$ cat src/rtl/bpgc_pkg.sv
`timescale 1ns / 1ps
`default_nettype none

package bpgc_pkg;

	localparam int WORD_BITS      = 64;
	localparam int START_BITS     = 40;
	localparam int WPB_BITS       = 22;
	localparam int SALT_BITS      = 8;
	localparam int SALT_SHIFT     = 56;
	localparam int MUL_DIGIT_BITS = 10;
	localparam int MUL_STEPS      = START_BITS / MUL_DIGIT_BITS;
	localparam int MUL_CNT_BITS   = $clog2(MUL_STEPS);

	localparam logic [WORD_BITS-1:0] BLOCK_FACTOR = 64'hbf58476d1ce4e5b9;
	localparam logic [WORD_BITS-1:0] WORD_STEP    = 64'h94d049bb133111eb;
	localparam logic [WORD_BITS-1:0] SIG_BASE     = 64'h9e3779b97f4a7c15;
	localparam logic [SALT_BITS-1:0] SALT_RESET   = 8'h51;
	localparam logic [WPB_BITS-1:0]  WPB_RESET    = 22'd512;

	typedef enum logic [1:0] {
		CMD_RESTART  = 2'd0,
		CMD_GENERATE = 2'd1,
		CMD_CHECK    = 2'd2
	} cmd_t;

	typedef enum logic [0:0] {
		CFG_WORDS_PER_BLOCK = 1'b0,
		CFG_PATTERN_SALT    = 1'b1
	} cfg_reg_t;

	typedef struct packed {
		logic busy;
		logic done;
	} mul_stat_t;

	typedef struct packed {
		logic [WORD_BITS-1:0]  expected_word;
		logic                  word_mismatch;
		logic                  span_failed;
		logic                  any_failure;
		logic [START_BITS-1:0] first_bad_block;
		logic [START_BITS-1:0] current_block;
	} res_t;

	function automatic logic [WORD_BITS-1:0] first_word(
		input logic [SALT_BITS-1:0] salt,
		input logic [WORD_BITS-1:0] product
	);
		logic [WORD_BITS-1:0] salt_word;
		salt_word = {salt, {SALT_SHIFT{1'b0}}};
		return SIG_BASE ^ salt_word ^ product;
	endfunction

endpackage

`default_nettype wire

$ cat src/rtl/bpgc_mul.sv
`timescale 1ns / 1ps
`default_nettype none

module bpgc_mul (
	input  wire logic                                clk,
	input  wire logic                                arst_n,
	input  wire logic                                go,
	input  wire logic [bpgc_pkg::START_BITS-1:0]     operand,
	output bpgc_pkg::mul_stat_t                      stat,
	output logic [bpgc_pkg::WORD_BITS-1:0]           product
);

	logic                                  busy_q;
	logic                                  done_q;
	logic [bpgc_pkg::MUL_CNT_BITS-1:0]     cnt_q;
	logic [bpgc_pkg::WORD_BITS-1:0]        acc_q;
	logic [bpgc_pkg::WORD_BITS-1:0]        fac_q;
	logic [bpgc_pkg::START_BITS-1:0]       opnd_q;
	logic [bpgc_pkg::WORD_BITS-1:0]        pp;

	// one digit of the block index times the shifted factor, mod 2^64
	assign pp = fac_q * bpgc_pkg::WORD_BITS'(opnd_q[bpgc_pkg::MUL_DIGIT_BITS-1:0]);

	always_ff @(posedge clk or negedge arst_n) begin
		if (!arst_n) begin
			busy_q <= 1'b0;
			done_q <= 1'b0;
			cnt_q  <= '0;
		end else begin
			done_q <= 1'b0;
			if (go) begin
				busy_q <= 1'b1;
				cnt_q  <= '0;
			end else if (busy_q) begin
				cnt_q <= cnt_q + 1'b1;
				if (cnt_q == bpgc_pkg::MUL_CNT_BITS'(bpgc_pkg::MUL_STEPS - 1)) begin
					busy_q <= 1'b0;
					done_q <= 1'b1;
				end
			end
		end
	end

	always_ff @(posedge clk) begin
		if (go) begin
			acc_q  <= '0;
			fac_q  <= bpgc_pkg::BLOCK_FACTOR;
			opnd_q <= operand;
		end else if (busy_q) begin
			acc_q  <= acc_q + pp;
			fac_q  <= fac_q << bpgc_pkg::MUL_DIGIT_BITS;
			opnd_q <= opnd_q >> bpgc_pkg::MUL_DIGIT_BITS;
		end
	end

	assign stat.busy = busy_q;
	assign stat.done = done_q;
	assign product   = acc_q;

endmodule

`default_nettype wire

$ cat src/rtl/block_pattern_gen_check_top.sv
`timescale 1ns / 1ps
`default_nettype none

// Block signature generator and checker. Generate and check items are taken one per
// cycle while in_stall is low and each gives one result; the signature, block counter
// and span record advance in a single registered step. A restart item stalls the input
// while its block index goes through a four-step digit multiplier for the block
// product, and the restart result leaves once that product is ready. Results pass
// through an output register with a one-entry skid, so input transfers continue while
// one result waits downstream. Configuration writes are always ready; a new salt applies
// from the next block start or restart.
module block_pattern_gen_check_top #(
	parameter int BLOCK_INDEX_BITS = 40,
	parameter int MAX_BLOCK_WORDS  = 2097152
) (
	input  wire logic                                clk,
	input  wire logic                                arst_n,
	input  wire logic                                in_valid,
	output logic                                     in_stall,
	input  wire logic [1:0]                          command,
	input  wire logic [bpgc_pkg::START_BITS-1:0]     start_block,
	input  wire logic [bpgc_pkg::WORD_BITS-1:0]      read_word,
	input  wire logic                                last_of_span,
	output logic                                     out_valid,
	input  wire logic                                out_stall,
	output logic [bpgc_pkg::WORD_BITS-1:0]           expected_word,
	output logic                                     word_mismatch,
	output logic                                     span_failed,
	output logic                                     any_failure,
	output logic [bpgc_pkg::START_BITS-1:0]          first_bad_block,
	output logic [bpgc_pkg::START_BITS-1:0]          current_block,
	input  wire logic                                cfg_valid,
	output logic                                     cfg_ready,
	input  wire logic [0:0]                          cfg_index,
	input  wire logic [bpgc_pkg::WPB_BITS-1:0]       cfg_data
);

	localparam int BIB      = BLOCK_INDEX_BITS;
	localparam int WIB_BITS = (MAX_BLOCK_WORDS > 1) ? $clog2(MAX_BLOCK_WORDS) : 1;
	localparam logic [63:0] BLOCK_MASK = (64'd1 << BLOCK_INDEX_BITS) - 64'd1;

	logic [bpgc_pkg::WPB_BITS-1:0]  wpb_q;
	logic [bpgc_pkg::SALT_BITS-1:0] salt_q;

	logic [bpgc_pkg::WORD_BITS-1:0] pattern_word_q;
	logic [bpgc_pkg::WORD_BITS-1:0] block_product_q;
	logic [WIB_BITS-1:0]            word_in_block_q;
	logic [BIB-1:0]                 block_counter_q;
	logic [BIB-1:0]                 span_start_q;
	logic                           span_error_q;
	logic                           failed_q;
	logic [BIB-1:0]                 first_bad_q;
	logic [BIB-1:0]                 rs_block_q;

	bpgc_pkg::res_t out_q, sk_q, push_data, item_res, restart_res;
	logic           out_valid_q, sk_valid_q;

	bpgc_pkg::mul_stat_t            mul_stat;
	logic [bpgc_pkg::WORD_BITS-1:0] mul_product;

	logic        acc_ok, is_restart, mul_go, item_go, push, out_free;
	logic [63:0] start_ext;
	logic [63:0] bc_ext, fb_ext, rs_ext;

	logic [bpgc_pkg::WPB_BITS-1:0]  eff_words;
	logic [bpgc_pkg::WPB_BITS:0]    wib_next;
	logic                           wrap;
	logic                           mism, err, sfail;
	logic [BIB-1:0]                 bc_inc, bc_n, span_start_n, first_bad_n;
	logic [bpgc_pkg::WORD_BITS-1:0] prod_n, pw_n;
	logic [WIB_BITS-1:0]            wib_n;
	logic                           span_error_n, failed_n;

	assign cfg_ready = 1'b1;

	assign in_stall   = sk_valid_q | mul_stat.busy | mul_stat.done;
	assign acc_ok     = in_valid & ~in_stall;
	assign is_restart = (command == bpgc_pkg::CMD_RESTART);
	assign mul_go     = acc_ok & is_restart;
	assign item_go    = acc_ok & ~is_restart;
	assign push       = mul_stat.done | item_go;

	assign start_ext = bpgc_pkg::WORD_BITS'(start_block) & BLOCK_MASK;

	bpgc_mul u_mul (
		.clk     (clk),
		.arst_n  (arst_n),
		.go      (mul_go),
		.operand (start_ext[bpgc_pkg::START_BITS-1:0]),
		.stat    (mul_stat),
		.product (mul_product)
	);

	always_comb begin
		if (wpb_q == '0) begin
			eff_words = bpgc_pkg::WPB_BITS'(1);
		end else if (wpb_q > bpgc_pkg::WPB_BITS'(MAX_BLOCK_WORDS)) begin
			eff_words = bpgc_pkg::WPB_BITS'(MAX_BLOCK_WORDS);
		end else begin
			eff_words = wpb_q;
		end

		wib_next = (bpgc_pkg::WPB_BITS + 1)'(word_in_block_q) + 1'b1;
		wrap     = wib_next >= {1'b0, eff_words};
		bc_inc   = block_counter_q + BIB'(1);

		mism = (command == bpgc_pkg::CMD_CHECK) && (read_word != pattern_word_q);
		err  = span_error_q | mism;

		if (wrap) begin
			bc_n   = bc_inc;
			prod_n = (bc_inc == '0) ? '0 : block_product_q + bpgc_pkg::BLOCK_FACTOR;
			wib_n  = '0;
			pw_n   = bpgc_pkg::first_word(salt_q, prod_n);
		end else begin
			bc_n   = block_counter_q;
			prod_n = block_product_q;
			wib_n  = wib_next[WIB_BITS-1:0];
			pw_n   = pattern_word_q + bpgc_pkg::WORD_STEP;
		end

		sfail        = 1'b0;
		failed_n     = failed_q;
		first_bad_n  = first_bad_q;
		span_error_n = err;
		span_start_n = span_start_q;
		if (last_of_span) begin
			sfail = err;
			if (err && !failed_q) begin
				failed_n    = 1'b1;
				first_bad_n = span_start_q;
			end
			span_error_n = 1'b0;
			span_start_n = bc_n;
		end

		bc_ext = 64'(block_counter_q);
		fb_ext = 64'(first_bad_n);
		rs_ext = 64'(rs_block_q);

		item_res.expected_word   = pattern_word_q;
		item_res.word_mismatch   = mism;
		item_res.span_failed     = sfail;
		item_res.any_failure     = failed_n;
		item_res.first_bad_block = fb_ext[bpgc_pkg::START_BITS-1:0];
		item_res.current_block   = bc_ext[bpgc_pkg::START_BITS-1:0];

		restart_res.expected_word   = bpgc_pkg::first_word(salt_q, mul_product);
		restart_res.word_mismatch   = 1'b0;
		restart_res.span_failed     = 1'b0;
		restart_res.any_failure     = 1'b0;
		restart_res.first_bad_block = '0;
		restart_res.current_block   = rs_ext[bpgc_pkg::START_BITS-1:0];

		push_data = mul_stat.done ? restart_res : item_res;
	end

	always_ff @(posedge clk or negedge arst_n) begin
		if (!arst_n) begin
			wpb_q           <= bpgc_pkg::WPB_RESET;
			salt_q          <= bpgc_pkg::SALT_RESET;
			pattern_word_q  <= bpgc_pkg::first_word(bpgc_pkg::SALT_RESET, '0);
			block_product_q <= '0;
			word_in_block_q <= '0;
			block_counter_q <= '0;
			span_start_q    <= '0;
			span_error_q    <= 1'b0;
			failed_q        <= 1'b0;
			first_bad_q     <= '0;
		end else begin
			if (cfg_valid && cfg_ready) begin
				unique case (bpgc_pkg::cfg_reg_t'(cfg_index))
					bpgc_pkg::CFG_WORDS_PER_BLOCK: wpb_q  <= cfg_data;
					bpgc_pkg::CFG_PATTERN_SALT:    salt_q <= cfg_data[bpgc_pkg::SALT_BITS-1:0];
					default: ;
				endcase
			end
			if (mul_stat.done) begin
				pattern_word_q  <= restart_res.expected_word;
				block_product_q <= mul_product;
				word_in_block_q <= '0;
				block_counter_q <= rs_block_q;
				span_start_q    <= rs_block_q;
				span_error_q    <= 1'b0;
				failed_q        <= 1'b0;
				first_bad_q     <= '0;
			end else if (item_go) begin
				pattern_word_q  <= pw_n;
				block_product_q <= prod_n;
				word_in_block_q <= wib_n;
				block_counter_q <= bc_n;
				span_start_q    <= span_start_n;
				span_error_q    <= span_error_n;
				failed_q        <= failed_n;
				first_bad_q     <= first_bad_n;
			end
		end
	end

	always_ff @(posedge clk) begin
		if (mul_go) begin
			rs_block_q <= start_ext[BIB-1:0];
		end
	end

	assign out_free = ~out_valid_q | ~out_stall;

	always_ff @(posedge clk or negedge arst_n) begin
		if (!arst_n) begin
			out_valid_q <= 1'b0;
			sk_valid_q  <= 1'b0;
		end else begin
			if (out_free) begin
				if (sk_valid_q) begin
					out_valid_q <= 1'b1;
					sk_valid_q  <= push;
				end else begin
					out_valid_q <= push;
				end
			end else if (push) begin
				sk_valid_q <= 1'b1;
			end
		end
	end

	always_ff @(posedge clk) begin
		if (out_free) begin
			if (sk_valid_q) begin
				out_q <= sk_q;
				sk_q  <= push_data;
			end else begin
				out_q <= push_data;
			end
		end else if (push) begin
			sk_q <= push_data;
		end
	end

	assign out_valid       = out_valid_q;
	assign expected_word   = out_q.expected_word;
	assign word_mismatch   = out_q.word_mismatch;
	assign span_failed     = out_q.span_failed;
	assign any_failure     = out_q.any_failure;
	assign first_bad_block = out_q.first_bad_block;
	assign current_block   = out_q.current_block;

endmodule

`default_nettype wire

$ cat config.mk
export PLATFORM = sky130hd
export DESIGN_NAME = block_pattern_gen_check_top
export DESIGN_NICKNAME = d
export VERILOG_FILES = /design/src/rtl/bpgc_pkg.sv /design/src/rtl/bpgc_mul.sv /design/src/rtl/block_pattern_gen_check_top.sv
export SDC_FILE = /design/constraint.sdc
export NUM_CORES = 2
export LEC_CHECK = 0
export BUFFER_PORTS_ARGS = -buffer_cell sky130_fd_sc_hd__buf_4
export CORE_MARGIN = 2
export CORE_UTILIZATION = 34
export CTS_CLUSTER_SIZE = 8
export DETAILED_ROUTE_END_ITERATION = 16
export GPL_ROUTABILITY_DRIVEN = 1
export PLACE_DENSITY = 0.47
export SYNTH_ARGS = -nofsm -noshare
export SYNTH_HDL_FRONTEND = slang
export SYNTH_SLANG_ARGS = --single-unit
$ cat constraint.sdc
create_clock -name clk -period 19.4 [get_ports clk]
set_input_delay 0.97 -clock clk [delete_from_list [all_inputs] [get_ports clk]]
set_output_delay 0.97 -clock clk [all_outputs]
set_load 0.03 [all_outputs]
Yosys cells after proc, flatten, opt, wreduce, memory -nomap -nowiden
Cells that the tools add are included.
{"block": "word_totals", "in_bits": 135, "wordCells": 125, "output_inout_bits": 150, "reg_bits": 798}
{"block": "op_classes", "n_mux": 49, "n_mul": 1, "addsub": 6, "eq_ne": 4, "n_bitwise": 16, "n_lt_le_gt_ge": 2, "n_reduce_logical": 16}
{"cell": "147-bit 2-to-1 mux", "n": 5}
{"cell": "40-bit 2-to-1 mux", "n": 12}
{"cell": "64-bit 2-to-1 mux", "n": 7}
{"cell": "64-bit adder, second input constant", "n": 2}
{"cell": "64-bit bitwise XOR", "n": 2}
{"cell": "64-bit adder", "n": 1}
{"cell": "64-bit by 10-bit multiplier with 64-bit output", "n": 1}
{"cell": "64-bit != test", "n": 1}
{"cell": "21-bit 2-to-1 mux", "n": 3}
{"cell": "22-bit 2-to-1 mux", "n": 2}
{"cell": "40-bit by 1-bit adder with 40-bit output, second input constant", "n": 1}
{"cell": "40-bit zero test", "n": 1}
{"cell": "38-bit NOT", "n": 1}
{"cell": "21-bit by 1-bit adder with 22-bit output, second input constant", "n": 1}
{"cell": "22-bit >= comparator", "n": 1}
{"cell": "22-bit > comparator, second input constant", "n": 1}
{"cell": "22-bit zero test", "n": 1}
{"cell": "1-bit 2-to-1 mux", "n": 18}
{"cell": "2-bit AND reduction", "n": 5}
{"cell": "2-bit nonzero test", "n": 5}
{"cell": "1-bit NOT", "n": 5}
{"cell": "1-bit OR", "n": 5}
{"cell": "2-bit == test, second input constant", "n": 2}
{"cell": "2-bit 2-to-1 mux", "n": 2}
{"cell": "other kinds (6)", "n": 9}

Depth between registers and ports, before layout
{"block": "logic_depth", "word_depth": 9, "depth_mapped": 25, "mapped_depth_nobuf": 23}

Modules after synthesis
From an unflattened synthesis, not the netlist that was laid out.
{"block": "unflattened", "hier_cells": 5484, "area_unflattened_um2": 55161.7}
{"mod": "block_pattern_gen_check_top", "seq_area_each_um2": 17665.7, "cells_per_inst": 3300, "n_inst": 1, "area_per_inst_um2": 34042.6}
{"mod": "bpgc_mul", "seq_area_each_um2": 3083.0, "cells_per_inst": 2184, "n_inst": 1, "area_per_inst_um2": 21119.0}

Least setup slack after synthesis
No wires, ideal clock.
{"block": "synth_path", "path_type": "input-to-reg", "startpoint": "input in_valid", "endpoint": "register sk_q[0] (netlist bit), enable pin", "t_required_ns": 18.659, "setup_slack_ns": 9.640, "setup_time_ns": 0.741, "n_path_buf": 2, "path_stages": 6, "t_arrival_ns": 9.019, "cell_sequence": "nand2_1 -> nor2_1 -> nor2_1 -> clkbuf_1 -> clkbuf_1 -> a31oi_1"}
{"block": "synth_via", "elab_chain_cells": 5}
{"element": "start: declaration", "line": "block_pattern_gen_check_top.sv:18", "source": "input wire logic in_valid,"}
{"element": "1-bit bitwise AND", "line": "block_pattern_gen_check_top.sv:77", "source": "assign acc_ok = in_valid & ~in_stall;"}
{"element": "1-bit bitwise AND", "line": "block_pattern_gen_check_top.sv:80", "source": "assign item_go = acc_ok & ~is_restart;"}
{"element": "1-bit OR", "line": "block_pattern_gen_check_top.sv:81", "source": "assign push = mul_stat.done | item_go;"}
{"element": "2-bit nonzero test (no line)"}
{"element": "2-bit AND reduction (no line)"}
{"element": "end signal: assignment", "line": "block_pattern_gen_check_top.sv:230", "source": "sk_q <= push_data;"}
{"element": "end signal: assignment", "line": "block_pattern_gen_check_top.sv:235", "source": "sk_q <= push_data;"}
{"element": "end: declaration", "line": "block_pattern_gen_check_top.sv:55", "source": "bpgc_pkg::res_t out_q, sk_q, push_data, item_res, restart_res;"}
Every way passes these cells.
A chain may end at the register's enable or synchronous reset.

==> qor.txt <==
Routed WL per cell - 24.81 microns
hold_buf cts - 0
clock latency on the worst-skew pair - 0.76 ns
Post-synth ARST share - 39.87%
Syn Area/Cell - 9.931 sq um
Final ANT Viol Nets - 0
register area share after synthesis - 38.26%
total track usage - 23.42%
status - completed
Reg-to-Reg Start - u_mul.fac_q[59]
synthesis-stage register bit count - 770
setup TNS - 0 ns
post-cts sizing count - 0
pin count of the biggest net entering global routing - 159
Placer Congestion - 0.9176
layout cells sized above 1 - 13.47%
Worst-path clk slew - 0.06 ns
final WL - 192,600 microns
top cells by count, synth - nand2_1 (738), inv_1 (539), fa_1 (397), edfxtp_1 (374), o21ai_0 (306)
top post-synthesis cells by area - edfxtp_1 (21%), fa_1 (15%), dfrtp_1 (12%)
grt met3 use - 3.755%
clk root buf - clkbuf_16
Synthesized Nets - 6,189
Crit Path Category - reg2reg
ys flop type - edfxtp_1
Die Footprint - 162,700 sq um
Post-Synthesis Cells - 5,460
Slew Viols, Final - 0
first-pass GRT wire length - 283,000 microns
Crit. Startpoint - u_mul.fac_q[59]
Post-synth EDFFs - 374
Vias/cell - 5.290
Pre-antenna DRT Iters - 5
core area - 158,400 sq um
Clock Path Buffers - 3
count leader, synth - nand2_1
period utilization - 38.04%
DRC - 0
Post-Syn Area - 54,230 sq um
vias in the first global route - 40,450
final setup vio count - 0
Rows - 146
met2 Track Usage GR - 33.85%
vias - 41,060
H-tree levels - 3
Starting Density - 34.24%
width of the die - 403.4 microns
arrival time at the worst endpoint - 7.98 ns
slew margin rel. - 18.25%
clk sinks - 770
# nets final - 6,323
# IOs - 285
top cell type's share of synthesized area - 20.71%
Slew @ Worst Pin - 1.222 ns
# Post-CTS Setup Buffers - 0
Tmin final - 7.379 ns
Max-cap violations - 0
M1 GR Usage - 36.01%
grt peak-use layer - met1
DRT iter0 DRCs - 3,671
min-delay worst type - in2async
Die Y - 403.4 microns
area leader, netlist - edfxtp_1
Yosys Warn Count - 0
Hold Fails Final Rpt - 0
antenna violations before repair - 6
required time of the worst setup path - 20.00 ns
Yosys cell types - 90
Clock Skew - 0.04445 ns
hpwl dp - 145,700 microns
CTS tree - yes
Num CTS Buffers - 110
number of port buffers - 283
FMAX - 135.5 MHz
Startpoint Class - register
gr ovfl total - 0
Worst Setup End Kind - register
RSZ-0062 raised after global routing - false
area delta synth->final - 13.72%
worst-path maximum fanout - 18
==> state kept, by name, summed over array words and instances, names as in the netlist, 64 cells and up <==
name and flops:
sk_q 147, block_product_q 64, expected_word 64, pattern_word_q 64
u_mul.product 64
==> worst max-delay path, stage by stage (launching register included) <==
cell and delay [ns]:
dfxtp_1 0.74, nand2_1 0.34, inv_1 0.37, ha_1 0.23, inv_1 0.06, fa_1 0.53, inv_1 0.06, fa_1 0.49
fa_1 0.49, inv_1 0.05, fa_1 0.47, inv_1 0.04, ha_1 0.35, and4_1 0.28, and2_1 0.19, a41oi_1 0.18
o21ai_0 0.23, a2111oi_1 0.99, o31a_1 0.35, o211ai_1 0.23, a41oi_1 0.32, xor2_1 0.16, o21ai_0 0.08
==> logic make-up after synthesis <==
logic type	count (synthesis)	synth area share [%]
AO/OA/AOI/OAI	1076	12.57
XOR/XNOR	322	5.201
adder cells (fa/ha/maj)	594	19.20
buffers and inverters	870	6.149
flip-flops	770	38.26
multiplexers	264	5.300
other	1	0.006916
AND/OR/NAND/NOR	1563	13.31
==> layout by cell type (no fill, tap or decap), types with 34 or more instances in the layout <==
cell and count:
dfrtp_1 261, mux2_2 185, a21o_1 62, mux2i_1 79, and3_1 46, clkbuf_1 78
inv_1 537, o211ai_1 36, o21ai_0 305, nand2_1 735, nand3_1 79, nor3_1 80
dfstp_2 43, edfxtp_1 374, xor2_1 151, o31ai_1 91, nand4_1 50, buf_4 349
dfxtp_1 89, nor2_1 250, a21oi_1 227, ha_1 197, a31oi_1 38, clkbuf_16 110
xnor2_1 171, nor4_1 34, fa_1 397, and2_1 151
==> path summary, 6_finish.rpt <==
check | cells past startpoint | slack (ns) | end
worst max-delay path | 22 | 12.02 | u_mul.product[51]
worst min-delay path | 1 | 0.20 | first_bad_q[14]
worst max register to register | 22 | 12.02 | u_mul.product[51]
worst min register to register | 2 | 0.49 | u_mul.product[0]
max in group asynchronous | 4 | 16.25 | block_product_q[21]
min in group clk | 1 | 0.42 | rs_block_q[32]
==> cell type report <==
class / instances / area, sq um
fill: 15730 / 96710
multi-input combinational: 3820 / 30280
sequential: 770 / 20760
clock buffer: 192 / 3100
timing repair buffer: 352 / 2675
tap: 2072 / 2592
inverter: 540 / 2031
clock inverter: 13 / 221.5
antenna: 2 / 5.005
==> per-layer routing <==
| layer | share of wire (%) | vias to the layer above |
|---|---|---|
| li1 | - | 18920 |
| met1 | 49 | 20510 |
| met2 | 42 | 1405 |
| met3 | 6.5 | 217 |
| met4 | 2.3 | 8 |
| met5 | 0.033 | - |
==> stage by stage <==
step	util [%]	instances	area, sq um	setup slack (ns)	hold slack [ns]
finish	38.94	7761	61670	12.02	0.2040
global route	38.93	7759	61660	11.45	0.2023
CTS	38.93	7759	61660	11.96	0.1819
detailed placement	36.84	7554	58340	11.99	0.4837
global placement	36.84	7554	58340	11.97	0.4696
floorplan	-	5460	54230	9.640	0.4433
Power is not shown: default switching activity piles up to over one toggle a cycle in this logic, so the estimate is an artifact.
